## src/sv/ctmt_pkg.sv

```systemverilog
package ctmt_pkg;

    // Field and register widths
    localparam int CYC_W    = 32;
    localparam int TICK_W   = 32;
    localparam int US_W     = 64;
    localparam int MS_W     = 32;
    localparam int STEP_W   = 32;
    localparam int CPU_HZ_W = 32;
    localparam int TICK_HZ_W = 20;
    localparam int CFG_W    = 32;
    localparam int CFG_IDX_W = 1;

    // Register indexes
    localparam logic [CFG_IDX_W-1:0] CFG_CPU_CLOCK_HZ = 1'b0;
    localparam logic [CFG_IDX_W-1:0] CFG_TICK_RATE_HZ = 1'b1;

    // Constants
    localparam logic [CPU_HZ_W-1:0]  DEFAULT_CPU_HZ  = 32'd216000000;
    localparam logic [TICK_HZ_W-1:0] DEFAULT_TICK_HZ = 20'd1000;
    localparam int                   MUL_BITS        = 20;
    localparam logic [MUL_BITS-1:0]  US_PER_SEC      = 20'd1000000;
    localparam logic [CPU_HZ_W-1:0]  US_PER_MS       = 32'd1000;

    // Shared divider: 64-bit dividend, 32-bit divisor, one quotient bit per cycle
    localparam int DIV_NUM_W = 64;
    localparam int DIV_DEN_W = 32;
    localparam int DIV_CNT_W = $clog2(DIV_NUM_W);
    localparam int MUL_CNT_W = $clog2(MUL_BITS);

endpackage

```

## src/sv/ctmt_div.sv

```systemverilog
module ctmt_div (
    input  logic                               clk,
    input  logic                               rst_n,
    input  logic                               start,
    input  logic [ctmt_pkg::DIV_NUM_W-1:0]     dividend,
    input  logic [ctmt_pkg::DIV_DEN_W-1:0]     divisor,
    output logic [ctmt_pkg::DIV_NUM_W-1:0]     quotient,
    output logic [ctmt_pkg::DIV_DEN_W-1:0]     remainder,
    output logic                               done
);
    import ctmt_pkg::*;

    localparam logic [DIV_CNT_W-1:0] LAST = DIV_CNT_W'(DIV_NUM_W - 1);

    logic [DIV_NUM_W-1:0] quo_reg, quo_next;
    logic [DIV_DEN_W-1:0] rem_reg, rem_next;
    logic [DIV_DEN_W-1:0] den_reg, den_next;
    logic [DIV_CNT_W-1:0] cnt_reg, cnt_next;
    logic                 busy_reg, busy_next;
    logic                 done_reg, done_next;
    logic [DIV_DEN_W:0]   trial;
    logic [DIV_DEN_W:0]   diff;
    logic                 q_bit;

    // One restoring step: shift in the next dividend bit, subtract if it fits
    always_comb
    begin
        trial = {rem_reg, quo_reg[DIV_NUM_W-1]};
        diff  = trial - {1'b0, den_reg};
        q_bit = (trial >= {1'b0, den_reg});
    end

    always_comb
    begin
        quo_next  = quo_reg;
        rem_next  = rem_reg;
        den_next  = den_reg;
        cnt_next  = cnt_reg;
        busy_next = busy_reg;
        done_next = 1'b0;
        if (start)
        begin
            quo_next  = dividend;
            rem_next  = '0;
            den_next  = divisor;
            cnt_next  = '0;
            busy_next = 1'b1;
        end
        else if (busy_reg)
        begin
            quo_next = {quo_reg[DIV_NUM_W-2:0], q_bit};
            rem_next = q_bit ? diff[DIV_DEN_W-1:0] : trial[DIV_DEN_W-1:0];
            cnt_next = cnt_reg + 1'b1;
            if (cnt_reg == LAST)
            begin
                busy_next = 1'b0;
                done_next = 1'b1;
            end
        end
    end

    always_ff @(posedge clk or negedge rst_n)
    begin
        if (!rst_n)
        begin
            busy_reg <= 1'b0;
            done_reg <= 1'b0;
            cnt_reg  <= '0;
        end
        else
        begin
            busy_reg <= busy_next;
            done_reg <= done_next;
            cnt_reg  <= cnt_next;
        end
    end

    always_ff @(posedge clk)
    begin
        quo_reg <= quo_next;
        rem_reg <= rem_next;
        den_reg <= den_next;
    end

    assign quotient  = quo_reg;
    assign remainder = rem_reg;
    assign done      = done_reg;

endmodule

```

## src/sv/cycle_to_microsecond_timebase_unit.sv

```systemverilog
// Cycle counter to microsecond timebase. Each input word carries a sample of a
// free-running 32-bit cycle counter and the scheduler tick count; each yields
// exactly one output word. The first word after reset seeds the total as
// boot_ticks*1e6/tick_rate_hz and reports a step of zero. Later words take the
// cycle delta modulo 2^32, scale it by 1e6, add the kept fraction, divide by
// the clock rate, add the 32-bit quotient to the 64-bit total and keep the
// remainder as the new fraction. A zero clock rate reads as 216 MHz and a zero
// tick rate as 1000 Hz. One word is in flight at a time; from acceptance to
// the output register it passes through a bit-serial multiply by 1e6, a state
// that adds the fraction, then two passes of a shared radix-2 divider (one for
// the step, one for micros/1000). The output register frees the input side: a
// new word may be taken while the previous result still waits on out_stall.
// Write the config registers only while idle.
module cycle_to_microsecond_timebase_unit (
    input  logic                              clk,
    input  logic                              rst_n,
    // config write port
    input  logic                              cfg_write,
    input  logic [ctmt_pkg::CFG_IDX_W-1:0]    cfg_index,
    input  logic [ctmt_pkg::CFG_W-1:0]        cfg_data,
    // input channel
    input  logic                              in_valid,
    output logic                              in_stall,
    input  logic [ctmt_pkg::CYC_W-1:0]        cycle_sample,
    input  logic [ctmt_pkg::TICK_W-1:0]       boot_ticks,
    // output channel
    output logic                              out_valid,
    input  logic                              out_stall,
    output logic [ctmt_pkg::US_W-1:0]         micros_now,
    output logic [ctmt_pkg::MS_W-1:0]         millis_now,
    output logic [ctmt_pkg::STEP_W-1:0]       step_us,
    output logic [ctmt_pkg::STEP_W-1:0]       largest_step_us
);
    import ctmt_pkg::*;

    typedef enum logic [6:0] {
        S_IDLE  = 7'b0000001,  // wait for an input word
        S_MUL   = 7'b0000010,  // shift-add multiply by 1e6
        S_ADDF  = 7'b0000100,  // add fraction, launch step division
        S_DIV   = 7'b0001000,  // wait for step quotient
        S_MSST  = 7'b0010000,  // launch micros/1000
        S_MS    = 7'b0100000,  // wait for millis quotient
        S_OUT   = 7'b1000000   // hand result to the output register
    } state_t;

    state_t state_reg, state_next;

    // Config registers
    logic [CPU_HZ_W-1:0]  cpu_hz_reg, cpu_hz_next;
    logic [TICK_HZ_W-1:0] tick_hz_reg, tick_hz_next;
    logic [CPU_HZ_W-1:0]  cpu_hz_eff;
    logic [TICK_HZ_W-1:0] tick_hz_eff;

    // Timebase state
    logic                 seeded_reg, seeded_next;
    logic [CYC_W-1:0]     prev_cyc_reg, prev_cyc_next;
    logic [US_W-1:0]      total_reg, total_next;
    logic [CPU_HZ_W-1:0]  frac_reg, frac_next;
    logic [STEP_W-1:0]    max_reg, max_next;
    logic [STEP_W-1:0]    step_reg, step_next;
    logic [MS_W-1:0]      millis_reg, millis_next;

    // Multiply datapath
    logic [CYC_W-1:0]     mul_x_reg, mul_x_next;
    logic [US_W-1:0]      acc_reg, acc_next;
    logic [MUL_CNT_W-1:0] mul_cnt_reg, mul_cnt_next;
    logic [US_W-1:0]      acc_plus_frac;

    // Output register
    logic                 out_valid_reg, out_valid_next;
    logic [US_W-1:0]      out_us_reg, out_us_next;
    logic [MS_W-1:0]      out_ms_reg, out_ms_next;
    logic [STEP_W-1:0]    out_step_reg, out_step_next;
    logic [STEP_W-1:0]    out_max_reg, out_max_next;

    // Divider hookup
    logic                 div_start;
    logic [DIV_NUM_W-1:0] div_dividend;
    logic [DIV_DEN_W-1:0] div_divisor;
    logic [DIV_NUM_W-1:0] div_quotient;
    logic [DIV_DEN_W-1:0] div_remainder;
    logic                 div_done;

    logic                 in_take;
    logic                 out_free;
    logic [STEP_W-1:0]    new_step;

    ctmt_div u_div (
        .clk       (clk),
        .rst_n     (rst_n),
        .start     (div_start),
        .dividend  (div_dividend),
        .divisor   (div_divisor),
        .quotient  (div_quotient),
        .remainder (div_remainder),
        .done      (div_done)
    );

    // Substitute defaults for zero rates
    assign cpu_hz_eff  = (cpu_hz_reg == '0)  ? DEFAULT_CPU_HZ  : cpu_hz_reg;
    assign tick_hz_eff = (tick_hz_reg == '0) ? DEFAULT_TICK_HZ : tick_hz_reg;

    assign in_stall      = (state_reg != S_IDLE);
    assign in_take       = in_valid && !in_stall;
    assign out_free      = !out_valid_reg || !out_stall;
    assign acc_plus_frac = acc_reg + {{(US_W-CPU_HZ_W){1'b0}}, frac_reg};
    assign new_step      = div_quotient[STEP_W-1:0];

    // Config writes; an index past the list is dropped
    always_comb
    begin
        cpu_hz_next  = cpu_hz_reg;
        tick_hz_next = tick_hz_reg;
        if (cfg_write)
        begin
            case (cfg_index)
                CFG_CPU_CLOCK_HZ: cpu_hz_next  = cfg_data[CPU_HZ_W-1:0];
                CFG_TICK_RATE_HZ: tick_hz_next = cfg_data[TICK_HZ_W-1:0];
                default:          ;
            endcase
        end
    end

    always_comb
    begin
        state_next     = state_reg;
        seeded_next    = seeded_reg;
        prev_cyc_next  = prev_cyc_reg;
        total_next     = total_reg;
        frac_next      = frac_reg;
        max_next       = max_reg;
        step_next      = step_reg;
        millis_next    = millis_reg;
        mul_x_next     = mul_x_reg;
        acc_next       = acc_reg;
        mul_cnt_next   = mul_cnt_reg;
        out_valid_next = out_valid_reg && out_stall;
        out_us_next    = out_us_reg;
        out_ms_next    = out_ms_reg;
        out_step_next  = out_step_reg;
        out_max_next   = out_max_reg;
        div_start      = 1'b0;
        div_dividend   = acc_plus_frac;
        div_divisor    = cpu_hz_eff;

        case (state_reg)
            S_IDLE:
            begin
                if (in_take)
                begin
                    // Seeding scales the tick count, later words the cycle delta
                    mul_x_next    = seeded_reg ? (cycle_sample - prev_cyc_reg) : boot_ticks;
                    prev_cyc_next = cycle_sample;
                    acc_next      = '0;
                    mul_cnt_next  = MUL_CNT_W'(MUL_BITS - 1);
                    state_next    = S_MUL;
                end
            end
            S_MUL:
            begin
                // MSB first over the bits of 1e6
                acc_next = {acc_reg[US_W-2:0], 1'b0}
                         + (US_PER_SEC[mul_cnt_reg] ? {{(US_W-CYC_W){1'b0}}, mul_x_reg}
                                                    : {US_W{1'b0}});
                mul_cnt_next = mul_cnt_reg - 1'b1;
                if (mul_cnt_reg == '0)
                begin
                    state_next = S_ADDF;
                end
            end
            S_ADDF:
            begin
                div_start    = 1'b1;
                div_dividend = acc_plus_frac;
                div_divisor  = seeded_reg ? cpu_hz_eff
                                          : {{(DIV_DEN_W-TICK_HZ_W){1'b0}}, tick_hz_eff};
                state_next   = S_DIV;
            end
            S_DIV:
            begin
                if (div_done)
                begin
                    if (seeded_reg)
                    begin
                        step_next  = new_step;
                        frac_next  = div_remainder;
                        total_next = total_reg + {{(US_W-STEP_W){1'b0}}, new_step};
                        if (new_step > max_reg)
                        begin
                            max_next = new_step;
                        end
                    end
                    else
                    begin
                        step_next   = '0;
                        frac_next   = '0;
                        total_next  = div_quotient;
                        seeded_next = 1'b1;
                    end
                    state_next = S_MSST;
                end
            end
            S_MSST:
            begin
                div_start    = 1'b1;
                div_dividend = total_reg;
                div_divisor  = US_PER_MS;
                state_next   = S_MS;
            end
            S_MS:
            begin
                if (div_done)
                begin
                    millis_next = div_quotient[MS_W-1:0];
                    state_next  = S_OUT;
                end
            end
            S_OUT:
            begin
                // Hold until the output register is free
                if (out_free)
                begin
                    out_valid_next = 1'b1;
                    out_us_next    = total_reg;
                    out_ms_next    = millis_reg;
                    out_step_next  = step_reg;
                    out_max_next   = max_reg;
                    state_next     = S_IDLE;
                end
            end
            default:
            begin
                state_next = S_IDLE;
            end
        endcase
    end

    always_ff @(posedge clk or negedge rst_n)
    begin
        if (!rst_n)
        begin
            state_reg     <= S_IDLE;
            cpu_hz_reg    <= DEFAULT_CPU_HZ;
            tick_hz_reg   <= DEFAULT_TICK_HZ;
            seeded_reg    <= 1'b0;
            prev_cyc_reg  <= '0;
            total_reg     <= '0;
            frac_reg      <= '0;
            max_reg       <= '0;
            out_valid_reg <= 1'b0;
        end
        else
        begin
            state_reg     <= state_next;
            cpu_hz_reg    <= cpu_hz_next;
            tick_hz_reg   <= tick_hz_next;
            seeded_reg    <= seeded_next;
            prev_cyc_reg  <= prev_cyc_next;
            total_reg     <= total_next;
            frac_reg      <= frac_next;
            max_reg       <= max_next;
            out_valid_reg <= out_valid_next;
        end
    end

    always_ff @(posedge clk)
    begin
        step_reg     <= step_next;
        millis_reg   <= millis_next;
        mul_x_reg    <= mul_x_next;
        acc_reg      <= acc_next;
        mul_cnt_reg  <= mul_cnt_next;
        out_us_reg   <= out_us_next;
        out_ms_reg   <= out_ms_next;
        out_step_reg <= out_step_next;
        out_max_reg  <= out_max_next;
    end

    assign out_valid       = out_valid_reg;
    assign micros_now      = out_us_reg;
    assign millis_now      = out_ms_reg;
    assign step_us         = out_step_reg;
    assign largest_step_us = out_max_reg;

endmodule

```

## config.mk

```make
export PLATFORM = sky130hd
export DESIGN_NAME = cycle_to_microsecond_timebase_unit
export DESIGN_NICKNAME = d
export VERILOG_FILES = /design/src/sv/ctmt_pkg.sv /design/src/sv/ctmt_div.sv /design/src/sv/cycle_to_microsecond_timebase_unit.sv
export SDC_FILE = /design/constraint.sdc
export NUM_CORES = 1
export LEC_CHECK = 0
export ABC_AREA = 1
export BUFFER_PORTS_ARGS = -buffer_cell sky130_fd_sc_hd__buf_2
export CAP_MARGIN = 20
export CELL_PAD_IN_SITES_DETAIL_PLACEMENT = 1
export CELL_PAD_IN_SITES_GLOBAL_PLACEMENT = 2
export CORE_MARGIN = 5
export CORE_UTILIZATION = 39
export DETAILED_ROUTE_END_ITERATION = 10
export GPL_TIMING_DRIVEN = 0
export PLACE_DENSITY_LB_ADDON = 0.12
export SYNTH_ARGS = -nofsm -noshare
export SYNTH_HDL_FRONTEND = slang
export SYNTH_SLANG_ARGS = --single-unit
```

## constraint.sdc

```tcl
create_clock -name clk -period 18 [get_ports clk]
set_input_delay 1.8 -clock clk [delete_from_list [all_inputs] [get_ports clk]]
set_output_delay 1.8 -clock clk [all_outputs]
set_load 0.005 [all_outputs]
```

# Word-level counts from Yosys, hierarchy flattened

Memory sizes are Yosys's and may differ from the RTL's. A register that Yosys moved wholly into a read port is not among the register bits.
Index checks and enable logic that the tools add are counted.

Register bits after elaboration: 682
ROM bits: 32
Memories: 1
Input bits: 102
Output and inout port bits: 162

Memories:

| name             | depth | width | read ports | clocked after memory_dff | wr ports | line                                      | text |
|---|---|---|---|---|---|---|---|
| (name not given) | 32    | 1     | 1          | 1                        | 0        | cycle_to_microsecond_timebase_unit.sv:163 | `+ (US_PER_SEC[mul_cnt_reg] ? {{(US_W-CYC_W){1'b0}}, mul_x_reg}` |

Add/subtract/negate cells: 7
Magnitude comparators: 3
Bitwise gates (word level): 1
Equality and inequality tests: 14
Multiplexer cells: 35
Reductions and logical operators: 21

Operators by type and width:

| operator                                                        | number |
|---|---|
| 64-bit two-way mux                                              | 5 |
| 64-bit by 32-bit adder with 64-bit output                       | 3 |
| 32-bit two-way mux                                              | 6 |
| 64-bit case mux with 2 select lines                             | 1 |
| 32-bit case mux with 2 select lines                             | 1 |
| 32-bit subtractor                                               | 2 |
| 7-bit case mux with 7 select lines                              | 1 |
| 7-bit two-way mux                                               | 5 |
| 33-bit by 32-bit greater-or-equal comparator with 1-bit output  | 1 |
| 32-bit greater-than comparator                                  | 1 |
| 32-bit logical NOT                                              | 1 |
| 20-bit logical NOT                                              | 1 |
| 20-bit two-way mux                                              | 1 |
| 2-bit AND reduction                                             | 7 |
| 6-bit two-way mux                                               | 2 |
| 1-bit two-way mux                                               | 10 |
| 5-bit two-way mux                                               | 2 |
| 5-bit case mux with 2 select lines                              | 1 |
| 7-bit by 1-bit == test with 1-bit output, second input constant | 1 |
| 7-bit by 2-bit == test with 1-bit output, second input constant | 1 |
| 7-bit by 3-bit == test with 1-bit output, second input constant | 1 |
| 7-bit by 4-bit == test with 1-bit output, second input constant | 1 |
| 7-bit by 5-bit == test with 1-bit output, second input constant | 1 |
| 7-bit by 6-bit == test with 1-bit output, second input constant | 1 |
| 17 further kinds                                                | 24 |

# Depth between registers and ports, before layout

Word-level depth: 6
Gate-level depth with buffers: 19
Mapped depth without buffers: 18

# Cells and area by module

A second synthesis with hierarchy kept.

Cell total of the unflattened synthesis: 5,832
Area, all modules: 42,804.8 µm²

By module, submodules not included:

| module                             | area an instance (µm²) | seq. area each (µm²) | cells each | times used |
|---|---|---|---|---|
| cycle_to_microsecond_timebase_unit | 34,687.0               | 15,336.0             | 4,728      | 1 |
| ctmt_div                           | 8,117.8                | 3,723.6              | 1,104      | 1 |

# Least setup slack after synthesis

Ideal clock, no wire load.

Path kind: in2reg
Start: input port out_stall
End: register out_max_reg[0], in the netlist largest_step_us[0], enable pin
Required time: 17.318 ns
Data arrival time: 8.526 ns
Path buffers: 0
Slack: 8.792 ns
Stages: 3
Cell sequence: nand2_1 > inv_1 > nor2_1

Word-level cells in the longest chain between the ends: 3

RTL lines:

| element                       | line                                      | text |
|---|---|---|
| from (decl)                   | cycle_to_microsecond_timebase_unit.sv:28  | `input logic out_stall,` |
| 1-bit logical NOT             | cycle_to_microsecond_timebase_unit.sv:105 | `assign out_free = !out_valid_reg \|\| !out_stall;` |
| 1-bit logical OR              | cycle_to_microsecond_timebase_unit.sv:105 |  |
| 2-bit AND reduction (no line) | -                                         |  |
| to (signal assigned)          | cycle_to_microsecond_timebase_unit.sv:276 | `out_max_reg <= out_max_next;` |
| to (decl)                     | cycle_to_microsecond_timebase_unit.sv:74  | `logic [STEP_W-1:0] out_max_reg, out_max_next;` |

No other way between the ends.
A chain may end at the register's enable or synchronous reset.

==> summary.md <==
| Metric | Value |
|---|---|
| Fin. max-slew vios | 0 |
| Number of instances resized during post-cts repair | 0 |
| Fraction of layout cells with a size suffix above 1 | 0.0861 |
| Fraction of the yosys area taken by sequential cells | 0.448 |
| Share of async-settable or async-resettable flops after synthesis | 0.335 |
| IO Count | 264 |
| Full die area | 116000 um2 |
| Class of the worst hold path | reg2reg |
| Biggest area contributors in the synthesized netlist | sky130_fd_sc_hd__edfxtp_1, sky130_fd_sc_hd__nand2_1, sky130_fd_sc_hd__dfrtp_1 |
| Area growth from synthesis to layout | 14.8% |
| Worst-margin pin slew | 1.08 ns |
| Number of global-route vias before repair | 40871 |
| Worst relative slew slack | 0.277 |
| Final-layout fill cell count | 13627 |
| Static leakage | 24.0 nW |
| Routed Wire Length | 163000 um |
| Setup WS pre-CTS | 13.74 ns |
| Vertical die dimension | 340 um |
| Final-report hold violation count | 0 |
| Worst setup path end | acc_reg[59] |
| Average cell area after synthesis | 7.39 um2 |
| Netlist area before placement | 42500 um2 |
| Maximum frequency from static timing analysis | 0.253 GHz |
| Maximum ir drop on the vdd rail | 85.8 uV |
| Postcts setup bufs | 0 |
| Most instantiated library cell after synthesis | sky130_fd_sc_hd__nand2_1 |
| Sum of overflow across all layers after global routing | 0 |
| Result of the run | completed |
| Final Net Count | 6414 |
| Nature of the critical path endpoint | flip-flop |
| Most common flop cell mapped by yosys | sky130_fd_sc_hd__edfxtp_1 |
| Setup repair after global routing missed its margin | false |
| Slack of the worst reg-to-reg path | 14.05 ns |
| Initial DRC count | 2186 |
| Cts-stage hold buffer count | 0 |
| Antenna violations before repair | 0 |
| Clock transition at the register clock pins on the worst setup and hold paths after CTS | 0.06 ns |
| Number of synthesized flops with an enable pin | 421 |
| Count of unresolved DRC violations after routing | 0 |
| Critical path class | reg2reg |
| Data required time of the worst path | 18.42 ns |
| Max-cap violations | 0 |
| Count of vias placed by the detailed router | 39239 |
| Vias per cell | 5.17 |
| Num Clock Sinks | 683 |
| Horizontal extent of the die | 340 um |
| All-Layer GR Usage | 0.277 |
| Final std cells w/o fill | 7597 |
| Clock latency reported for the late side of the worst-skew pair | 0.67 ns |
| Final worst-path cycle share | 0.220 |
| Kind of launch point of the worst setup path | flip-flop |
| Number of clock buffers inserted by TritonCTS | 80 |
| Final setup vio count | 0 |
| Cell at the root of the clock tree | sky130_fd_sc_hd__clkbuf_16 |
| Crit Path Max Fanout | 10 |
| Final critical-path setup slack | 14.05 ns |
| Worst reg2reg path endpoint | acc_reg[59] |
| Library cell occupying the most area in the post-synthesis netlist | sky130_fd_sc_hd__edfxtp_1 |
| Number of distinct library cells after synthesis | 64 |
| Global-route wire length before repair | 246000 um |
| Flip-flop and latch count after synthesis | 683 |
| Sum Neg Setup Slack | 0 ns |
| Weighted congestion at the end of routability-driven global placement | 0.932 |
| List of most frequent post-synthesis cells | sky130_fd_sc_hd__nand2_1, sky130_fd_sc_hd__inv_1, sky130_fd_sc_hd__nor2_1 |
| Starting density of the core | 0.392 |
| Drt wl/cell | 21.5 um |
| Router iterations before antenna repair | 6 |
| H-Tree Level Count | 3 |
| Signal arrival time at the worst endpoint | 4.38 ns |
| Final worst path period need | 3.95 ns |
| Max clock buf depth | 3 |
| Synthesized netlist cell count | 5754 |
| TritonCTS clock tree | built |
| Number of core rows | 121 |
| Net count after synthesis | 6054 |
| Dpl cells | 7446 |
| DP Wirelength | 133000 um |
| Final Util | 0.450 |
| Core area | 109000 um2 |
| Post-detailed-route count of antenna-violating nets | 0 |
| Path depth of the worst reg2reg path | 16 |
| Final clock skew | 0.0479 ns |
| Maximum number of pins on one net before global-route repair | 106 |
| IO buf count | 263 |
| Share of the synthesized area in the top cell type | 0.297 |
| PD cells | 145 nW/um2 |
| Yosys warning count | 0 |
==> placed cells by master (no fill, tap or decap), types with 9 or more instances in the layout <==
| cell type | netlist | routed |
|---|---|---|
| sky130_fd_sc_hd__o21bai_1 | 23 | 23 |
| sky130_fd_sc_hd__nor4_1 | 20 | 20 |
| sky130_fd_sc_hd__xor2_1 | 40 | 40 |
| sky130_fd_sc_hd__edfxtp_1 | 421 | 421 |
| sky130_fd_sc_hd__xnor2_1 | 35 | 35 |
| sky130_fd_sc_hd__bufinv_16 | 0 | 12 |
| sky130_fd_sc_hd__nand3_1 | 373 | 373 |
| sky130_fd_sc_hd__inv_1 | 915 | 914 |
| sky130_fd_sc_hd__ha_1 | 193 | 193 |
| sky130_fd_sc_hd__dfxtp_1 | 33 | 33 |
| sky130_fd_sc_hd__nor2_1 | 508 | 506 |
| sky130_fd_sc_hd__nor2_2 | 10 | 10 |
| sky130_fd_sc_hd__nand2_1 | 1904 | 1903 |
| sky130_fd_sc_hd__clkbuf_1 | 75 | 89 |
| sky130_fd_sc_hd__o22ai_1 | 14 | 14 |
| sky130_fd_sc_hd__dfstp_2 | 21 | 21 |
| sky130_fd_sc_hd__nand3b_1 | 23 | 23 |
| sky130_fd_sc_hd__dfrtp_1 | 208 | 208 |
| sky130_fd_sc_hd__clkinv_2 | 0 | 9 |
| sky130_fd_sc_hd__o21ai_0 | 351 | 351 |
| sky130_fd_sc_hd__nand4_1 | 52 | 52 |
| sky130_fd_sc_hd__a21oi_1 | 275 | 275 |
| sky130_fd_sc_hd__clkbuf_16 | 0 | 80 |
| sky130_fd_sc_hd__o21ai_1 | 40 | 40 |
| sky130_fd_sc_hd__o21a_1 | 11 | 11 |
| sky130_fd_sc_hd__nor3_1 | 66 | 66 |
| sky130_fd_sc_hd__buf_2 | 44 | 306 |
==> layer usage <==
metal	global-route usage	part of all wire
met2	0.490	0.49
met3	0.0254	0.037
met5	0	0
met1	0.357	0.44
met4	0.0908	0.035
==> power breakdown <==
part	internal, mW	leakage [nW]	switching (mW)
combinational	0.882	15.4	1.98
clock	1.04	1.36	0.723
sequential	2.07	7.27	0.402
total	3.99	24.0	3.10
==> worst max-delay path, stage by stage, from the launching register on <==
cell and delay, ns:
sky130_fd_sc_hd__dfxtp_1 0.47, sky130_fd_sc_hd__clkbuf_1 0.51, sky130_fd_sc_hd__nand2_1 0.13, sky130_fd_sc_hd__inv_1 0.10, sky130_fd_sc_hd__ha_1 0.27, sky130_fd_sc_hd__fa_1 0.35
sky130_fd_sc_hd__nand2_1 0.10, sky130_fd_sc_hd__nand2_1 0.07, sky130_fd_sc_hd__o21ai_0 0.18, sky130_fd_sc_hd__o21ai_1 0.54, sky130_fd_sc_hd__nand2_1 0.10, sky130_fd_sc_hd__nand2_1 0.24
sky130_fd_sc_hd__nand2_1 0.10, sky130_fd_sc_hd__nand3_1 0.25, sky130_fd_sc_hd__nand2_1 0.12, sky130_fd_sc_hd__nor2_1 0.12, sky130_fd_sc_hd__nor2_1 0.06
==> worst min path at each step <==
stage                  start            end  slack, ns  cells past startpoint
6_report        step_reg[31]    step_us[31]       0.42                      0
2_1_floorplan  millis_reg[0]  millis_now[0]       0.40                      0
5_1_grt        millis_reg[9]  millis_now[9]       0.42                      0
3_5_place_dp   millis_reg[9]  millis_now[9]       0.41                      0
3_3_place_gp    step_reg[31]    step_us[31]       0.40                      0
4_1_cts         step_reg[31]    step_us[31]       0.41                      0
==> per-stage QoR <==
step	area [um2]	power (mW)	hold slack [ns]
6_report	48800	7.09	0.415
3_3_place_gp	45600	5.26	0.401
2_1_floorplan	42500	4.22	0.400
3_5_place_dp	46000	5.33	0.406
5_1_grt	48800	7.58	0.422
4_1_cts	48800	7.13	0.407
==> kinds of logic (layout without fill, tap and decap cells) <==
family | Yosys count | in the layout | synth area share
compound gates | 747 | 747 | 0.0930
xor+xnor | 75 | 75 | 0.0154
fa+ha+maj | 198 | 198 | 0.0591
buf+inv | 1051 | 1479 | 0.0949
flops | 683 | 683 | 0.448
mux | 5 | 5 | 0.00132
other cells | 0 | 1 | 0
simple gates | 2995 | 2995 | 0.288
==> final cells by class <==
type / instances / area (um2) / share of cell area
Multi-Input combinational cell: 4020 / 19500 / 0.398
Inverter: 921 / 3460 / 0.0709
Tap cell: 1414 / 1770 / 0.0362
Timing Repair Buffer: 278 / 1640 / 0.0335
Sequential cell: 683 / 19100 / 0.390
Clock buffer: 104 / 2170 / 0.0445
Clock inverter: 46 / 681 / 0.0139
Antenna cell: 1 / 2.50 / 0.0000513
Buffer: 130 / 581 / 0.0119
(Power assumes the default switching activity.)
